`config.mk`:
```
export PLATFORM = sky130hd
export DESIGN_NAME = stage_command_framer_unit
export DESIGN_NICKNAME = d
export VERILOG_FILES = /design/src/rtl/stcf_pkg.sv /design/src/rtl/stcf_queue.sv /design/src/rtl/stcf_front.sv /design/src/rtl/stcf_back.sv /design/src/rtl/stage_command_framer_unit.sv
export SDC_FILE = /design/constraint.sdc
export NUM_CORES = 1
export LEC_CHECK = 0
export ABC_CLOCK_PERIOD_IN_PS = 10400
export BUFFER_PORTS_ARGS = -buffer_cell sky130_fd_sc_hd__buf_2
export CORE_ASPECT_RATIO = 0.5
export CORE_MARGIN = 2
export CORE_UTILIZATION = 44
export DETAILED_ROUTE_END_ITERATION = 8
export HOLD_SLACK_MARGIN = 0.05
export REMOVE_ABC_BUFFERS = 1
export SYNTH_ARGS = -nofsm -noshare
export SYNTH_HDL_FRONTEND = slang
export SYNTH_SLANG_ARGS = --single-unit
```
`constraint.sdc`:
```
create_clock -name clock -period 10.4 [get_ports clock]
set_input_delay 2.08 -clock clock [delete_from_list [all_inputs] [get_ports clock]]
set_output_delay 2.08 -clock clock [all_outputs]
set_load 0.03 [all_outputs]
```
`src/rtl/stcf_pkg.sv`:
```
// stcf_pkg: types, codes and helpers shared by the stage command framer
// used by every module of stage_command_framer_unit and by its checker
package stcf_pkg;

   localparam int FRAME_LEN     = 8;
   localparam int NUM_AXES      = 3;
   localparam int QUEUE_DEPTH   = 2;

   // operation codes on the request side
   localparam logic [2:0] OP_MOVE   = 3'd0;
   localparam logic [2:0] OP_RESET  = 3'd1;
   localparam logic [2:0] OP_LIGHT  = 3'd2;
   localparam logic [2:0] OP_REPLY  = 3'd3;
   localparam logic [2:0] OP_PRESET = 3'd4;

   // frame bytes
   localparam logic [7:0] SYNC_BYTE     = 8'h55;
   localparam logic [7:0] OPCODE_MOVE   = 8'h01;
   localparam logic [7:0] OPCODE_RESET  = 8'h03;
   localparam logic [7:0] OPCODE_LIGHT  = 8'h08;
   localparam logic [7:0] REPLY_OK      = 8'd170;

   // axis codes
   localparam logic [7:0] AXIS_Z = 8'h01;
   localparam logic [7:0] AXIS_X = 8'h02;
   localparam logic [7:0] AXIS_Y = 8'h03;

   localparam logic KIND_FRAME = 1'b0;
   localparam logic KIND_REPLY = 1'b1;

   typedef struct packed {
      logic [2:0]         operation;
      logic [7:0]         axis;
      logic signed [31:0] step_amount;
      logic [7:0]         light_level;
      logic [7:0]         rx_byte;
      logic signed [31:0] preset_value;
   } req_type;

   typedef struct packed {
      logic               result_kind;
      logic [7:0]         tx_byte;
      logic               last;
      logic               reply_status;
      logic signed [31:0] axis_position;
   } rsp_type;

   // one unit of work handed from front to back
   typedef struct packed {
      logic               is_reply;
      logic [7:0]         opcode;
      logic [7:0]         axis;
      logic [31:0]        data;
      logic signed [31:0] position;
      logic               status;
   } job_type;

   typedef struct packed {
      logic       known;
      logic [1:0] index;
   } axis_sel_type;

   function automatic axis_sel_type decode_axis(input logic [7:0] code);
      axis_sel_type sel;
      sel.known = 1'b1;
      sel.index = 2'd0;
      unique case (code)
         AXIS_Z:  sel.index = 2'd0;
         AXIS_X:  sel.index = 2'd1;
         AXIS_Y:  sel.index = 2'd2;
         default: sel.known = 1'b0;
      endcase
      return sel;
   endfunction

   // sum of byte i shifted left by i, modulo 256, over bytes 0..6
   function automatic logic [7:0] frame_checksum(input job_type job);
      logic [7:0] sum;
      sum = job.opcode
          + 8'(SYNC_BYTE << 1)
          + 8'(job.axis << 2)
          + 8'(job.data[31:24] << 3)
          + 8'(job.data[23:16] << 4)
          + 8'(job.data[15:8] << 5)
          + 8'(job.data[7:0] << 6);
      return sum;
   endfunction

endpackage

```
`src/rtl/stcf_queue.sv`:
```
// stcf_queue: small job queue between the framer front and back
// depends on stcf_pkg for job_type
module stcf_queue
   import stcf_pkg::*;
#(
   parameter int DEPTH = QUEUE_DEPTH
) (
   input  logic    clock,
   input  logic    reset,
   input  logic    wr_en,
   input  job_type wr_data,
   output logic    q_full,
   input  logic    rd_en,
   output job_type rd_data,
   output logic    q_empty
);

   localparam int PTR_W = (DEPTH > 1) ? $clog2(DEPTH) : 1;
   localparam int CNT_W = $clog2(DEPTH + 1);

   job_type            slot_ff [DEPTH];
   logic [PTR_W-1:0]   wr_ptr_ff, wr_ptr_in;
   logic [PTR_W-1:0]   rd_ptr_ff, rd_ptr_in;
   logic [CNT_W-1:0]   count_ff, count_in;
   logic               do_wr, do_rd;

   assign q_full  = (count_ff == CNT_W'(DEPTH));
   assign q_empty = (count_ff == '0);
   assign rd_data = slot_ff[rd_ptr_ff];
   assign do_wr   = wr_en && !q_full;
   assign do_rd   = rd_en && !q_empty;

   always_comb begin
      wr_ptr_in = wr_ptr_ff;
      rd_ptr_in = rd_ptr_ff;
      count_in  = count_ff;
      if (do_wr) begin
         wr_ptr_in = (wr_ptr_ff == PTR_W'(DEPTH - 1)) ? '0 : wr_ptr_ff + 1'b1;
      end
      if (do_rd) begin
         rd_ptr_in = (rd_ptr_ff == PTR_W'(DEPTH - 1)) ? '0 : rd_ptr_ff + 1'b1;
      end
      if (do_wr && !do_rd) begin
         count_in = count_ff + 1'b1;
      end else if (do_rd && !do_wr) begin
         count_in = count_ff - 1'b1;
      end
   end

   always_ff @(posedge clock) begin
      if (reset) begin
         wr_ptr_ff <= '0;
         rd_ptr_ff <= '0;
         count_ff  <= '0;
      end else begin
         wr_ptr_ff <= wr_ptr_in;
         rd_ptr_ff <= rd_ptr_in;
         count_ff  <= count_in;
      end
   end

   always_ff @(posedge clock) begin
      if (do_wr) begin
         slot_ff[wr_ptr_ff] <= wr_data;
      end
   end

endmodule

```
`src/rtl/stcf_front.sv`:
```
// stcf_front: accepts requests, keeps axis positions and the reply buffer,
// and turns each command into a job; depends on stcf_pkg
module stcf_front
   import stcf_pkg::*;
(
   input  logic    clock,
   input  logic    reset,
   input  logic    req_accept,
   input  req_type req_data,
   output logic    job_valid,
   output job_type job_data
);

   logic signed [31:0] pos_ff [NUM_AXES];
   logic [7:0]         reply_buf_ff [FRAME_LEN];
   logic [2:0]         reply_count_ff, reply_count_in;

   axis_sel_type       sel;
   logic [7:0]         sel_code;
   logic signed [31:0] cur_pos, sum_pos, reply_pos, new_pos;
   logic               pos_we, reply_ok;

   assign sel_code  = (req_data.operation == OP_REPLY) ? reply_buf_ff[2] : req_data.axis;
   assign sel       = decode_axis(sel_code);
   assign cur_pos   = pos_ff[sel.index];
   assign sum_pos   = cur_pos + req_data.step_amount;
   assign reply_ok  = (reply_buf_ff[1] == REPLY_OK);
   assign reply_pos = {reply_buf_ff[3], reply_buf_ff[4], reply_buf_ff[5], reply_buf_ff[6]};

   always_comb begin
      job_valid      = 1'b0;
      job_data       = '0;
      pos_we         = 1'b0;
      new_pos        = '0;
      reply_count_in = reply_count_ff;
      unique case (req_data.operation)
         OP_MOVE: begin
            job_valid       = 1'b1;
            job_data.opcode = OPCODE_MOVE;
            job_data.axis   = req_data.axis;
            if (sel.known) begin
               pos_we            = 1'b1;
               new_pos           = sum_pos;
               job_data.data     = sum_pos;
               job_data.position = sum_pos;
            end
         end
         OP_RESET: begin
            job_valid       = 1'b1;
            job_data.opcode = OPCODE_RESET;
            job_data.axis   = req_data.axis;
            pos_we          = sel.known;
         end
         OP_LIGHT: begin
            job_valid       = 1'b1;
            job_data.opcode = OPCODE_LIGHT;
            job_data.data   = {req_data.light_level, 24'h0};
         end
         OP_REPLY: begin
            reply_count_in = reply_count_ff + 1'b1;
            if (reply_count_ff == 3'(FRAME_LEN - 1)) begin
               job_valid         = 1'b1;
               job_data.is_reply = 1'b1;
               job_data.status   = !reply_ok;
               if (sel.known) begin
                  pos_we            = reply_ok;
                  new_pos           = reply_pos;
                  job_data.position = reply_ok ? reply_pos : cur_pos;
               end
            end
         end
         OP_PRESET: begin
            pos_we  = sel.known;
            new_pos = req_data.preset_value;
         end
         default: begin
         end
      endcase
   end

   always_ff @(posedge clock) begin
      if (reset) begin
         reply_count_ff <= '0;
         for (int i = 0; i < NUM_AXES; i++) begin
            pos_ff[i] <= '0;
         end
      end else if (req_accept) begin
         reply_count_ff <= reply_count_in;
         if (pos_we) begin
            pos_ff[sel.index] <= new_pos;
         end
      end
   end

   always_ff @(posedge clock) begin
      if (req_accept && req_data.operation == OP_REPLY) begin
         reply_buf_ff[reply_count_ff] <= req_data.rx_byte;
      end
   end

endmodule

```
`src/rtl/stcf_back.sv`:
```
// stcf_back: serializes jobs into frame bytes or a reply result
// behind a registered result stage; depends on stcf_pkg
module stcf_back
   import stcf_pkg::*;
(
   input  logic    clock,
   input  logic    reset,
   input  logic    job_present,
   input  job_type job_data,
   output logic    job_done,
   output logic    empty,
   input  logic    pop,
   output rsp_type rsp_data
);

   logic [2:0]  idx_ff, idx_in;
   logic        out_valid_ff, out_valid_in;
   rsp_type     out_ff, out_in;
   logic        advance, final_item;
   logic [7:0]  frame_byte;

   assign empty    = !out_valid_ff;
   assign rsp_data = out_ff;
   assign advance  = job_present && (!out_valid_ff || pop);
   assign final_item = job_data.is_reply || (idx_ff == 3'(FRAME_LEN - 1));
   assign job_done = advance && final_item;

   always_comb begin
      unique case (idx_ff)
         3'd0:    frame_byte = job_data.opcode;
         3'd1:    frame_byte = SYNC_BYTE;
         3'd2:    frame_byte = job_data.axis;
         3'd3:    frame_byte = job_data.data[31:24];
         3'd4:    frame_byte = job_data.data[23:16];
         3'd5:    frame_byte = job_data.data[15:8];
         3'd6:    frame_byte = job_data.data[7:0];
         default: frame_byte = frame_checksum(job_data);
      endcase
   end

   always_comb begin
      out_in       = out_ff;
      out_valid_in = out_valid_ff;
      idx_in       = idx_ff;
      if (advance) begin
         out_valid_in         = 1'b1;
         out_in.result_kind   = job_data.is_reply ? KIND_REPLY : KIND_FRAME;
         out_in.tx_byte       = job_data.is_reply ? 8'h00 : frame_byte;
         out_in.last          = final_item;
         out_in.reply_status  = job_data.is_reply & job_data.status;
         out_in.axis_position = job_data.position;
         idx_in               = final_item ? 3'd0 : idx_ff + 1'b1;
      end else if (pop) begin
         out_valid_in = 1'b0;
      end
   end

   always_ff @(posedge clock) begin
      if (reset) begin
         out_valid_ff <= 1'b0;
         idx_ff       <= '0;
      end else begin
         out_valid_ff <= out_valid_in;
         idx_ff       <= idx_in;
      end
   end

   always_ff @(posedge clock) begin
      out_ff <= out_in;
   end

endmodule

```
`src/rtl/stage_command_framer_unit.sv`:
```
// Stage command framer. Commands (move, reset axis, set light) each produce
// an eight-byte frame, one byte per transfer on the result side; every eighth
// reply byte produces one reply check result, other reply bytes and presets
// produce none. Position updates take effect at the request transfer, so a
// following command sees them at once. Frame output runs at one byte per
// cycle while results are popped without stall; the job queue lets the next
// requests enter meanwhile and full rises only when it holds QUEUE_DEPTH_P
// jobs not yet fully sent. Reply bytes and presets are accepted whenever
// full is low. With both sides idle, the first result passes the job queue
// and then the registered result stage after the request transfer.
module stage_command_framer_unit
   import stcf_pkg::*;
#(
   parameter int QUEUE_DEPTH_P = QUEUE_DEPTH
) (
   input  logic    clock,
   input  logic    reset,
   input  logic    push,
   output logic    full,
   input  req_type req_data,
   output logic    empty,
   input  logic    pop,
   output rsp_type rsp_data
);

   logic    req_accept;
   logic    job_valid, job_done, q_empty;
   job_type job_in, job_head;

   assign req_accept = push && !full;

   stcf_front u_front (
      .clock      (clock),
      .reset      (reset),
      .req_accept (req_accept),
      .req_data   (req_data),
      .job_valid  (job_valid),
      .job_data   (job_in)
   );

   stcf_queue #(
      .DEPTH (QUEUE_DEPTH_P)
   ) u_queue (
      .clock   (clock),
      .reset   (reset),
      .wr_en   (req_accept && job_valid),
      .wr_data (job_in),
      .q_full  (full),
      .rd_en   (job_done),
      .rd_data (job_head),
      .q_empty (q_empty)
   );

   stcf_back u_back (
      .clock       (clock),
      .reset       (reset),
      .job_present (!q_empty),
      .job_data    (job_head),
      .job_done    (job_done),
      .empty       (empty),
      .pop         (pop),
      .rsp_data    (rsp_data)
   );

endmodule

```
# [Yosys cells after proc, flatten, opt, wreduce, memory -nomap -nowiden]
# Memory sizes are Yosys's and may differ from the RTL's. A register that Yosys moved wholly into a read port is not among the register bits.
# Cells that the tools add are included.
[word_totals] ff_bits=54 input_bits=95 ramBits=316 out_inout_bits=45 elab_cells=120 n_memories=3
[op_classes] reduce_logical=28 add_sub_neg=13 eq_ne=17 bitwise=1 muxes=47
[mem_list] memory="u_queue.slot_ff" words=2 word_bits=78 rd=1 rd_clocked_by_memory_dff=1 write_ports=1 line="stcf_queue.sv:21" rtl="job_type slot_ff [DEPTH];"
[mem_list] memory="u_front.pos_ff" words=3 word_bits=32 rd=1 rd_clocked_by_memory_dff=0 write_ports=3 line="stcf_front.sv:14" rtl="logic signed [31:0] pos_ff [NUM_AXES];"
[mem_list] memory="u_front.reply_buf_ff" words=8 word_bits=8 rd=6 rd_clocked_by_memory_dff=0 write_ports=1 line="stcf_front.sv:15" rtl="logic [7:0] reply_buf_ff [FRAME_LEN];"
[op_table] operator="2-to-1 mux 32 bit" count=6
[op_table] operator="case mux 32 bit (2 select lines)" count=2
[op_table] operator="case mux 32 bit (3 select lines)" count=1
[op_table] operator="2-to-1 mux 64 bit" count=1
[op_table] operator="case mux 8 bit (7 select lines)" count=1
[op_table] operator="adder 8 bit" count=5
[op_table] operator="2-to-1 mux 33 bit" count=1
[op_table] operator="adder 32 bit" count=1
[op_table] operator="OR reduction 32 bit" count=1
[op_table] operator="2-to-1 mux 1 bit" count=25
[op_table] operator="equality test 3 bit, second input constant" count=6
[op_table] operator="equality test 8 x 2 -> 1 bit, second input constant" count=2
[op_table] operator="2-to-1 mux 8 bit" count=2
[op_table] operator="equality test 3 x 2 -> 1 bit, second input constant" count=4
[op_table] operator="case mux 4 bit (3 select lines)" count=1
[op_table] operator="logical AND 1 bit" count=9
[op_table] operator="adder 8 bit, second input constant" count=1
[op_table] operator="equality test 8 x 1 -> 1 bit, second input constant" count=1
[op_table] operator="equality test 8 bit, second input constant" count=1
[op_table] operator="adder 3 x 1 -> 3 bit, second input constant" count=2
[op_table] operator="equality test 3 x 1 -> 1 bit, second input constant" count=2
[op_table] operator="logical NOT 1 bit" count=6
[op_table] operator="logical NOT 3 bit" count=2
[op_table] operator="2-to-1 mux 2 bit" count=3
[op_table] operator="other kinds (15)" count=20

# [Depth between registers and ports, before layout]
# Gate-level depths: netlist of run 1.
[logic_depth] depth_word=14 depth_mapped=18

# [Hierarchy]
# Synthesis of run 1 repeated with hierarchy kept, for this count alone.
[unflattened] cells_unflattened=1396 area_unflattened_um2=17867.1
[by_module_without_submodules] module="stcf_front" cells_each=924 seq_area_each_um2=4384.2 n_inst=1 area_per_inst_um2=9213.8
[by_module_without_submodules] module="stcf_queue" cells_each=280 seq_area_each_um2=5024.8 n_inst=1 area_per_inst_um2=6130.9
[by_module_without_submodules] module="stcf_back" cells_each=189 seq_area_each_um2=1371.3 n_inst=1 area_per_inst_um2=2503.7
[by_module_without_submodules] module="stage_command_framer_unit" cells_each=3 seq_area_each_um2=0.0 n_inst=1 area_per_inst_um2=18.8

# [Least setup slack after synthesis of run 1]
# Ideal clock, no wire load.
[synth_path] kind="in2reg" startpoint="in req_data[88] (netlist name)" endpoint="mem u_queue.slot_ff[0][0] (netlist name) (enable)" path_stages=4 t_required_ns=9.698 setup_ns=0.702 setup_slack_ns=0.102 t_arrival_ns=9.596 path_cell_list="buf_2 nand2_1 nor2_1 nor4_1"
[synth_between] elab_chain_cells=7 word_cells_on_any_way=10
[synth_lines] element="from (decl)" line="stage_command_framer_unit.sv:20" rtl="input req_type req_data,"
[synth_lines] element="equality test 3 x 1 -> 1 bit, or another cell as far along" line="stcf_front.sv:36" rtl="unique case (req_data.operation)"
[synth_lines] element="OR reduction 3 bit (no line)"
[synth_lines] element="case mux 1 bit (2 select lines) (*)" line="stcf_front.sv:36"
[synth_lines] element="logical AND 1 bit (*)" line="stage_command_framer_unit.sv:46" rtl=".wr_en (req_accept && job_valid),"
[synth_lines] element="logical AND 1 bit (*)" line="stcf_queue.sv:30" rtl="assign do_wr = wr_en && !q_full;"
[synth_lines] element="2-to-1 mux 1 bit (*)" line="stcf_queue.sv:63" rtl="if (do_wr) begin"
[synth_lines] element="2-to-1 mux 1 bit (implied by the code) (*)" line="stcf_queue.sv:64" rtl="slot_ff[wr_ptr_ff] <= wr_data;"
[synth_lines] element="to (decl)" line="stcf_queue.sv:21"
# Mark *: on every way between the ends. The rest lies on a longest branch, timed or not.

==> results.tsv, run 1 <==
stage	metric	value	unit
yosys	#FFs+latches synth	353	
yosys	Mapped Area	17200	um^2
grt	grt ovf	0	
detailed_routing	wire per inst	25.7	um
yosys	Adder-Cell Fraction of Synth Area	5.05	%
clock_tree	CTS tree	yes	
clock_tree	clock-pin slew on the worst setup and hold paths	0.06	ns
worst_setup_path	Worst setup SP type	primary input	
worst_setup_path	Buf+Inv Stages, Crit Path	1	
worst_setup_path	most used cell, CP	o21ai_0	
yosys	Synth Warn #	0	
floorplan	IO Pins	140	
floorplan	Core Footprint	38700	um^2
yosys	register area share after synthesis	61.1	%
clock_tree	post-CTS setup buffers	0	
grt	met3 usage	4.84	%
timing	Slew Limit Fails	0	
yosys	synth top area cells	edfxtp_1 60%, mux2i_1 4.8%, ha_1 4.2%	
clock_tree	Resize count post-CTS	0	
yosys	Post-Synth Simple-Gate Area	10.4	%
floorplan	Die ar.	40700	um^2
placed_design	Placer Congestion	0.937	
grt	largest net degree at the start of global routing	65	
yosys	complex-gate fraction of the synthesized area	10.9	%
yosys	mux share of post-synthesis cell area	8.26	%
placed_design	pre-CTS setup slack	3.57	ns
pwr	Lkg Pwr	7.09	nW
timing	Post-Route Setup TNS	0	ns
final_layout	layout cells sized above 1	20.4	%
grt	met2 Resource Use GR	37.8	%
floorplan	DIE WIDTH	283	um
final_layout	final net count	1613	
timing	Tcrit/Tclk final	62.6	%
yosys	ys flop type	edfxtp_1	
detailed_routing	DR iter-0 viols	1399	
clock_tree	Clk Latency, worst-skew pair	0.54	ns
final_layout	Area Growth Syn to Fin	13.7	%
yosys	Post-synth EDFFs	341	
floorplan	num rows	51	
detailed_routing	post-route ant nets	0	
detailed_routing	drt pass-1 iters	7	
clock_tree	CTS Buf Count	35	
timing	Max Clock Freq	0.154	GHz
clock_tree	root buffer cell	clkbuf_16	
grt	GRT Resource Usage Total	25.2	%
detailed_routing	via count	11826	
timing	Setup violations, final	0	
grt	GR Util met1	37.9	%
final_layout	fill cell count	3423	
clock_tree	clock sink count	353	
floorplan	Initial Utilization	44.4	%
worst_setup_path	CP max stage delay	0.62	ns
timing	Max transition margin	26.5	%
yosys	synth unique cells	87	
timing	Final WS setup	3.89	ns
timing	Final Hold Vio Count	0	
yosys	Synth Area in XOR/XNOR	2.14	%
clock_tree	hold buffers post-CTS	0	
job	max_cap viols	0	
worst_setup_path	crit path max-delay cell type	nor4_2	
timing	Period minus WS final	6.51	ns
status	run status	completed	
worst_setup_path	CP top delay family	compound AO/OA/AOI/OAI gates	
grt	Most Crowded Layer GR	met1	
worst_setup_path	critical setup path kind	primary input to flip-flop	
timing	Setup Skew	0.0168	ns
yosys	Avg Cell Area, Syn	12.9	um^2
detailed_routing	drt total wl	51800	um
yosys	area fraction of the dominant cell type after synthesis	59.7	%
yosys	largest family of logic cells by synthesized area	compound AO/OA/AOI/OAI gates	
floorplan	Die Span Y	144	um
worst_setup_path	Worst EP arrival	6.76	ns
worst_hold_path	Hold WC Path Type	flip-flop to flip-flop	
pwr	Power Density	210	nW/um^2
timing	Worst Tran Pin Value	1.09	ns
pwr	Worst VDD drop	0.000108	V
worst_setup_path	Worst Path Required	10.65	ns
pwr	Total Power	4.10	mW
yosys	Gate Count Post-Synth	1331	
timing	RSZ-0062 raised after global routing	no	
clock_tree	clock tree buffer depth	3	
yosys	Synth async-reset ratio	0	%
grt	first-pass GRT wire length	74300	um
worst_setup_path	Setup crit end kind	flip-flop	
grt	vias in the first global route	11200	
placed_design	HPWL Detailed	35900	um
placed_design	Buffers on Ports	139	
worst_setup_path	crit path cell chain	buf_2 > nor4_2 > nand4_1 > and2_4 > o21ai_0 > ha_1 > a211oi_2 > o21ai_1 > and4_4 > o31ai_4 > o21ai_0 > a31oi_1 > xor2_1 > o21ai_0	
grt	initial antenna violation count	3	
detailed_routing	post-route DRC violation count	0	
clock_tree	H-tree Lvls	2	
detailed_routing	drt via density	5.88	
worst_setup_path	crit-path max FO	63	
yosys	Synth area leader	edfxtp_1	
## final cells by class
type	instances	area [um^2]	share of cell area (%)
Clock buffer	39	891	4.57
Sequential cell	353	10500	53.7
Timing Repair Buffer	155	816	4.18
Multi-Input combinational cell	889	6350	32.6
Inverter	19	71.3	0.366
Clock inverter	24	226	1.16
Antenna cell	2	5.00	0.0257
Tap cell	530	663	3.40
## worst register-to-register path, delay by kind of cell, from the launching register on
kind | cells | cell delay (ns)
xor gates and xnor gates | 1 | 0.20
AOI/OAI and AO/OA | 7 | 2.46
and+or+nand+nor | 4 | 1.33
adders and majority gates | 1 | 0.35
DFF | 1 | 0.37
## cells in the mapped netlist (3+ instances only)
cell type / instances
buf_6: 3
buf_1: 6
a211oi_2: 4
fa_1: 7
a22oi_1: 4
mux2i_1: 83
buf_2: 15
o21bai_1: 19
a222oi_1: 10
nor2_1: 154
o211ai_1: 6
xnor2_1: 26
dfxtp_1: 12
o21ai_0: 62
a221oi_2: 3
o21ai_1: 5
nor4_1: 4
xor2_1: 14
a21o_1: 11
nand2_1: 112
nor4_2: 3
nand3_1: 12
and2_1: 16
nor3_1: 15
o21a_1: 7
edfxtp_1: 341
a21oi_1: 57
ha_1: 58
nor3b_1: 3
a22o_1: 3
and3_1: 3
o22ai_1: 15
o311a_1: 3
a221oi_1: 24
a21oi_2: 3
nand4_1: 14
a31oi_1: 8
mux2_2: 50
nand2b_1: 15
nor2b_1: 5
inv_1: 18
a211oi_1: 3
clkbuf_1: 45
## state kept, by name, indices dropped and copies added, names as in the netlist, named ones only
name / flops
u_back.out_valid_ff: 1
u_queue.wr_ptr_ff: 1
u_front.reply_buf_ff: 48
u_queue.slot_ff: 154
u_back.idx_ff: 3
u_queue.rd_ptr_ff: 1
u_queue.count_ff: 2
u_front.pos_ff: 96
u_back.rsp_data: 43
u_front.reply_count_ff: 3
## metrics by stage
stage	cells	instance area, um^2	util, %	hold WS [ns]
6_report	2011	19500	50.4	0.510
5_1_grt	2009	19500	50.4	0.529
4_1_cts	2009	19500	50.4	0.507
3_5_place_dp	1946	18400	47.5	0.493
3_3_place_gp	1946	18400	47.5	0.473
2_1_floorplan	1261	16800	-	0.456
## power by group
| part | switching, mW | internal (mW) |
|---|---|---|
| registers | 0.0660 | 1.74 |
| logic | 0.658 | 0.377 |
| clock network | 0.555 | 0.702 |
| total | 1.28 | 2.82 |
## path summary, 6_finish.rpt
check	start	endpoint	slack (ns)	cells past startpoint
setup / recovery	req_data[85]	u_queue.slot_ff[1][62]$_DFFE_PP_	3.89	14
hold / removal	u_back.out_valid_ff$_SDFFE_PP0P_	u_back.out_valid_ff$_SDFFE_PP0P_	0.51	2
setup reg to reg	u_front.reply_buf_ff[2][4]$_DFFE_PP_	u_queue.slot_ff[1][62]$_DFFE_PP_	5.42	13
hold reg to reg	u_back.out_valid_ff$_SDFFE_PP0P_	u_back.out_valid_ff$_SDFFE_PP0P_	0.51	2
## layer usage
| metal | vias up | share of wire (%) |
|---|---|---|
| li1 | 5301 | - |
| met4 | 0 | 1.7 |
| met5 | - | 0 |
| met1 | 5906 | 46 |
| met2 | 552 | 43 |
| met3 | 67 | 9.1 |
## kinds of logic after synthesis
| kind of cell | after synthesis |
|---|---|
| AND/OR/NAND/NOR | 379 |
| flip-flops | 353 |
| AO/OA/AOI/OAI | 270 |
| multiplexers | 134 |
| buffers and inverters | 89 |
| adder cells (fa/ha/maj) | 65 |
| XOR/XNOR | 41 |
## placed cells by master, fill, tap and decap left out, types with 10 or more instances in the layout
cell	count
a21o_1	11
a21oi_1	57
a221oi_1	24
a222oi_1	10
and2_1	15
buf_2	139
buf_4	16
clkbuf_16	35
dfxtp_1	11
edfxtp_1	341
ha_1	58
inv_1	17
mux2_2	50
mux2i_1	82
nand2_1	110
nand2b_1	15
nand3_1	12
nand4_1	14
nor2_1	154
nor3_1	13
o21ai_0	62
o21bai_1	19
o22ai_1	15
xnor2_1	26
xor2_1	14
No activity file was read; power rests on OpenSTA's default activity.
==> run 2: changes to the inputs <==
--- a/config.mk
+++ b/config.mk
@@ -5,7 +5,7 @@
 export SDC_FILE = /design/constraint.sdc
 export NUM_CORES = 1
 export LEC_CHECK = 0
-export ABC_CLOCK_PERIOD_IN_PS = 10400
+export ABC_CLOCK_PERIOD_IN_PS = 5500
 export BUFFER_PORTS_ARGS = -buffer_cell sky130_fd_sc_hd__buf_2
 export CORE_ASPECT_RATIO = 0.5
 export CORE_MARGIN = 2
==> constraint.sdc (replaced) <==
create_clock -name clock -period 5.5 [get_ports clock]
set_input_delay 1.1 -clock clock [delete_from_list [all_inputs] [get_ports clock]]
set_output_delay 1.1 -clock clock [all_outputs]
set_load 0.03 [all_outputs]
==> run 2 against run 1 <==
Effect of this change: core utilization grew 0.52 points; global-route usage shrank 0.22 points; hold slack lost 0.019 ns; cell count grew 1.0%; wire length shrank 1.2%; die area is the same; largest cell class unchanged.
==> results.tsv, run 2 (same netlist as run 1, synthesis figures left out) <==
stage	metric	value	unit
pwr	Worst VDD drop	0.000234	V
final_layout	Sequential Area	10500	um^2
worst_hold_path	hold_sp	u_back.out_valid_ff$_SDFFE_PP0P_	
worst_setup_path	Reg-to-Reg Start	u_front.reply_buf_ff[2][4]$_DFFE_PP_	
worst_setup_path	critical setup path kind	primary input to flip-flop	
detailed_routing	wire per inst	25.2	um
clock_tree	CTS Buf Count	35	
clock_tree	Clk Latency, worst-skew pair	0.54	ns
placed_design	HPWL Detailed	36000	um
worst_setup_path	CP startpoint	req_data[84]	
timing	Slew Limit Fails	0	
floorplan	DIE WIDTH	283	um
clock_tree	CTS tree	yes	
final_layout	Area Growth Syn to Fin	14.9	%
final_layout	commonest non-fill, non-tap cell in the layout	edfxtp_1	
detailed_routing	drt pass-1 iters	7	
clock_tree	clock tree buffer depth	3	
placed_design	Placer Congestion	0.946	
worst_setup_path	Setup crit end kind	flip-flop	
clock_tree	Resize count post-CTS	0	
placed_design	pre-CTS setup slack	0.164	ns
timing	WHS	0.491	ns
grt	vias in the first global route	11204	
final_layout	fin util	51.0	%
detailed_routing	DR iter-0 viols	1324	
grt	grt ovf	0	
final_layout	area occupied by multi-input gates	6350	um^2
clock_tree	H-tree Lvls	2	
floorplan	IO Pins	140	
detailed_routing	drt total wl	51200	um
worst_setup_path	Worst Path Required	5.75	ns
final_layout	Reg with most FFs	u_queue.slot_ff	
floorplan	Core Footprint	38700	um^2
worst_setup_path	Buf+Inv Stages, Crit Path	2	
floorplan	Initial Utilization	44.4	%
placed_design	DP Cell Count	1968	
final_layout	max reg flops	154	
clock_tree	clock-pin slew on the worst setup and hold paths	0.06	ns
pwr	Power Density	398	nW/um^2
timing	Period minus WS final	4.92	ns
worst_setup_path	Critical R2R Capture	u_front.pos_ff[0][21]$_SDFFCE_PN0P_	
worst_setup_path	worst-case reg-to-reg path depth	13	
clock_tree	root buffer cell	clkbuf_16	
detailed_routing	post-route ant nets	0	
clock_tree	clock sink count	353	
floorplan	Die Span Y	144	um
detailed_routing	post-route DRC violation count	0	
final_layout	final net count	1635	
worst_hold_path	Hold Path End	u_back.out_valid_ff$_SDFFE_PP0P_	
floorplan	num rows	51	
grt	first-pass GRT wire length	73900	um
placed_design	placed inst area	18600	um^2
pwr	Lkg Pwr	7.21	nW
final_layout	Final Instance Area	19700	um^2
grt	largest net degree at the start of global routing	78	
grt	GRT Resource Usage Total	24.9	%
worst_setup_path	crit-path max FO	57	
final_layout	fill cell count	3393	
timing	Final WS setup	0.576	ns
job	max_cap viols	0	
clock_tree	hold buffers post-CTS	0	
final_layout	most frequent cells in the layout	341 x edfxtp_1, 154 x nor2_1, 139 x buf_2, 111 x nand2_1, 82 x mux2i_1	
detailed_routing	via count	11798	
pwr	Psw	2.43	mW
worst_setup_path	crit path cell chain	buf_2 > nor4_2 > buf_4 > nand4_1 > and2_4 > o21ai_0 > ha_1 > a211oi_2 > o21ai_1 > and4_4 > o31ai_4 > o21a_2 > xnor2_1 > a222oi_1 > nor2_1	
timing	Worst Tran Pin Value	1.16	ns
status	run status	completed	
worst_hold_path	Hold WC Path Type	flip-flop to flip-flop	
pwr	share of power burned in registers	43.8	%
worst_setup_path	CP top delay family	compound AO/OA/AOI/OAI gates	
final_layout	layout cells sized above 1	21.3	%
timing	Setup violations, final	0	
worst_setup_path	CP max stage delay	0.69	ns
worst_setup_path	Reg2Reg Setup Slack	0.83	ns
worst_hold_path	Hold Crit Depth	2	
floorplan	Die ar.	40700	um^2
clock_tree	post-CTS setup buffers	0	
timing	Max Clock Freq	0.203	GHz
pwr	internal power	5.41	mW
pwr	Total Power	7.84	mW
grt	initial antenna violation count	2	
worst_setup_path	crit path max-delay cell type	a222oi_1	
timing	Tcrit/Tclk final	89.5	%
worst_setup_path	Worst setup SP type	primary input	
timing	Max transition margin	22.4	%
timing	RSZ-0062 raised after global routing	no	
pwr	Clk network pwr share	31.0	%
timing	Final Hold Vio Count	0	
placed_design	Buffers on Ports	139	
final_layout	Layout Cells excl Fill	2032	
timing	Post-Route Setup TNS	0	ns
final_layout	biggest regs	u_queue.slot_ff: 154 flops, u_front.pos_ff: 96 flops, u_front.reply_buf_ff: 48 flops	
pwr	switching share of total power	31.0	%
worst_setup_path	Worst EP arrival	5.17	ns
pwr	Comb power frac	25.3	%
detailed_routing	drt via density	5.81	
timing	Setup Skew	0.0163	ns
run 2: per-layer routing:
metal  vias to the layer above  GRT usage [%]  share of wire (%)
met5                         -              0                  0
met4                         0           5.32                1.9
met3                        71           6.86                9.9
met2                       491           36.8                 43
met1                      5891           36.7                 46
li1                       5345              -                  -
run 2: power groups by stage:
| stage | logic (mW) | registers, mW | clock network (mW) |
|---|---|---|---|
| finish | 1.98 | 3.43 | 2.43 |
| global route | 2.13 | 3.47 | 2.57 |
| CTS | 1.99 | 3.44 | 2.47 |
| detailed placement | 1.98 | 3.50 | 0 |
| global placement | 1.95 | 3.49 | 0 |
| floorplan | 1.01 | 3.74 | 0 |
run 2: area by class of cell:
cell class              instances  area share (%)
flip-flops and latches        353            53.2
well taps                     530            3.36
multi-input cells             889            32.2
clock buffers                  41            4.67
clock inverters                20            1.12
inverters                      19           0.362
repair buffers                177            5.04
diodes                          3          0.0381
run 2: worst max path at each step:
stage | to | slack [ns] | cells after the start
after CTS | u_front.pos_ff[0][21]$_SDFFCE_PN0P_ | 0.71 | 15
after global placement | u_front.pos_ff[2][21]$_SDFFCE_PN0P_ | 0.20 | 15
after floorplan | u_queue.slot_ff[0][0]$_DFFE_PP_ | -3.83 | 1
after detailed placement | u_front.pos_ff[0][21]$_SDFFCE_PN0P_ | 0.16 | 15
final | u_front.pos_ff[0][21]$_SDFFCE_PN0P_ | 0.58 | 15
after global routing | u_front.pos_ff[1][21]$_SDFFCE_PN0P_ | 0.40 | 15
run 2: worst register-to-register path, delay by kind of cell (launching register included):
| family | cells | cell delay, ns |
|---|---|---|
| compound gates | 6 | 2.18 |
| fa+ha+maj | 1 | 0.34 |
| flops | 1 | 0.39 |
| xor+xnor | 1 | 0.09 |
| simple gates | 5 | 1.36 |
==> run 3: changes to the inputs <==
--- a/config.mk
+++ b/config.mk
@@ -12,7 +12,6 @@
 export CORE_UTILIZATION = 44
 export DETAILED_ROUTE_END_ITERATION = 8
 export HOLD_SLACK_MARGIN = 0.05
-export REMOVE_ABC_BUFFERS = 1
 export SYNTH_ARGS = -nofsm -noshare
 export SYNTH_HDL_FRONTEND = slang
 export SYNTH_SLANG_ARGS = --single-unit
==> run 3 against run 2 <==
Effect of this change: sequential power about the same; setup slack worse by 0.013 ns; combinational power about the same; maximum frequency down 0.27%; die area is the same; cell count is 3.3% higher; power decreased by 2.3%; register-to-register slack worse by 0.03 ns; non-clock buffer count rose by 69; wire length grew 2.8%; critical endpoint is now u_front.pos_ff[1][27]$_SDFFCE_PN0P_; largest cell class unchanged.
==> results.tsv, run 3 (same netlist as run 1, synthesis figures left out) <==
stage	metric	value	unit
status	run status	completed	
timing	Worst Tran Pin Value	1.26	ns
clock_tree	hold buffers post-CTS	0	
clock_tree	Resize count post-CTS	0	
final_layout	max reg flops	154	
grt	initial antenna violation count	2	
timing	Setup Skew	0.0383	ns
clock_tree	clock sink count	353	
timing	Setup violations, final	0	
timing	Period minus WS final	4.94	ns
placed_design	HPWL Detailed	39500	um
detailed_routing	met3 wire len	5580	um
worst_setup_path	most used cell, CP	a21oi_1	
final_layout	biggest regs	u_queue.slot_ff: 154 flops, u_front.pos_ff: 96 flops, u_front.reply_buf_ff: 48 flops	
grt	grt ovf	0	
clock_tree	CTS Buf Count	34	
worst_setup_path	critical setup path kind	primary input to flip-flop	
floorplan	Initial Utilization	44.4	%
final_layout	commonest non-fill, non-tap cell in the layout	edfxtp_1	
timing	Post-Route Setup TNS	0	ns
timing	Max transition margin	15.3	%
floorplan	Core Footprint	38700	um^2
worst_setup_path	crit path max-delay cell type	o21ai_0	
floorplan	Die ar.	40700	um^2
final_layout	final net count	1703	
job	max_cap viols	0	
placed_design	Buffers on Ports	139	
pwr	Lkg Pwr	7.52	nW
floorplan	Die Span Y	144	um
grt	vias in the first global route	11442	
detailed_routing	DR iter-0 viols	1162	
timing	Slew Limit Fails	0	
yosys	Net Count, Synth	1491	
worst_hold_path	Hold WC Path Type	flip-flop to flip-flop	
detailed_routing	drt pass-1 iters	6	
timing	RSZ-0062 raised after global routing	no	
clock_tree	root buffer cell	clkbuf_16	
clock_tree	CTS tree	yes	
placed_design	Placer Congestion	0.980	
clock_tree	clock-pin slew on the worst setup and hold paths	0.07	ns
grt	largest net degree at the start of global routing	78	
final_layout	Layout Cells excl Fill	2099	
detailed_routing	wire per inst	25.1	um
final_layout	Reg with most FFs	u_queue.slot_ff	
clock_tree	clock tree buffer depth	3	
detailed_routing	post-route DRC violation count	0	
final_layout	most frequent cells in the layout	341 x edfxtp_1, 154 x nor2_1, 139 x buf_2, 111 x nand2_1, 104 x buf_4	
detailed_routing	drt via density	5.71	
detailed_routing	post-route ant nets	0	
worst_setup_path	crit path cell chain	buf_2 > nor4_2 > buf_4 > nand4_1 > and2_4 > o21ai_0 > ha_1 > a21oi_1 > o211ai_1 > a21oi_1 > a31oi_2 > a311oi_1 > xnor2_1 > a21oi_1 > buf_4 > nor2_1	
worst_setup_path	CP max stage delay	0.59	ns
worst_setup_path	Reg2Reg Setup Slack	0.80	ns
worst_setup_path	Setup crit end kind	flip-flop	
clock_tree	Clk Latency, worst-skew pair	0.53	ns
worst_setup_path	Worst setup SP type	primary input	
floorplan	num rows	51	
grt	GRT Resource Usage Total	25.5	%
timing	Tcrit/Tclk final	89.8	%
final_layout	layout cells sized above 1	24.6	%
worst_setup_path	CP top delay family	compound AO/OA/AOI/OAI gates	
grt	first-pass GRT wire length	75100	um
detailed_routing	via count	11978	
detailed_routing	wire length on met2	21300	um
worst_setup_path	Worst Path Required	5.77	ns
final_layout	Area Growth Syn to Fin	17.4	%
worst_setup_path	Worst EP arrival	5.21	ns
clock_tree	post-CTS setup buffers	0	
floorplan	DIE WIDTH	283	um
pwr	Power Density	380	nW/um^2
detailed_routing	Metal-1 WL	24500	um
pwr	Worst VDD drop	0.000230	V
timing	Final Hold Vio Count	0	
detailed_routing	uppermost routed layer	met4	
worst_setup_path	Buf+Inv Stages, Crit Path	3	
timing	Max Clock Freq	0.203	GHz
detailed_routing	drt total wl	52600	um
floorplan	IO Pins	140	
clock_tree	H-tree Lvls	2	
placed_design	DP Cell Count	2037	
worst_setup_path	crit-path max FO	42	
-- run 3: changes by cell type in the layout (fill, tap and decap cells not counted), moves of 2 or more --
cell and delta:
nor3_2 -2, buf_4 +67, clkinv_2 +4, clkinvlp_4 -3
inv_6 +2, bufinv_16 -3, nor3_1 +2, clkinv_1 +2
diode_2 -2, buf_12 +2
-- run 3: per-stage QoR --
step	hold slack [ns]	power [mW]	utilization, %	instance area [um^2]	setup slack (ns)
4_1_cts	0.508	7.72	52.1	20100	0.686
5_1_grt	0.538	8.00	52.1	20100	0.450
2_1_floorplan	0.459	4.74	-	17200	1.06
3_5_place_dp	0.495	5.49	49.4	19100	0.183
3_3_place_gp	0.479	5.48	49.4	19100	0.119
6_report	0.503	7.66	52.1	20100	0.563
-- run 3: cell type report --
type / count / area [um^2]
Clock inverter: 22 / 146
Tap cell: 530 / 663
Fill cell: 3402 / 18500
Sequential cell: 353 / 10500
Multi-Input combinational cell: 889 / 6340
Antenna cell: 1 / 2.50
Clock buffer: 39 / 891
Inverter: 19 / 71.3
Timing Repair Buffer: 246 / 1540
-- run 3: worst paths after layout --
check | start | end | depth (start not counted)
max | req_data[84] | u_front.pos_ff[1][27]$_SDFFCE_PN0P_ | 16
min | u_back.out_valid_ff$_SDFFE_PP0P_ | u_back.out_valid_ff$_SDFFE_PP0P_ | 2
max reg2reg | u_front.reply_buf_ff[2][4]$_DFFE_PP_ | u_front.pos_ff[1][27]$_SDFFCE_PN0P_ | 14
min reg2reg | u_back.out_valid_ff$_SDFFE_PP0P_ | u_back.out_valid_ff$_SDFFE_PP0P_ | 2
-- run 3: metal layers --
layer,up-vias,global-route usage [%]
li1,5469,-
met1,5946,37.8
met2,494,35.7
met3,69,8.98
met4,0,5.88
met5,-,0
-- run 3: power breakdown --
group	internal (mW)	switching [mW]
registers	3.28	0.153
logic	0.758	1.24
clock network	1.22	1.00
-- run 3: worst reg2reg max path, delay by kind of cell, from the launching register on --
family          cells  cell delay [ns]
xor+xnor            1             0.14
buf+inv             1             0.21
fa+ha+maj           1             0.46
simple gates        4             1.15
flops               1             0.37
compound gates      7             2.13
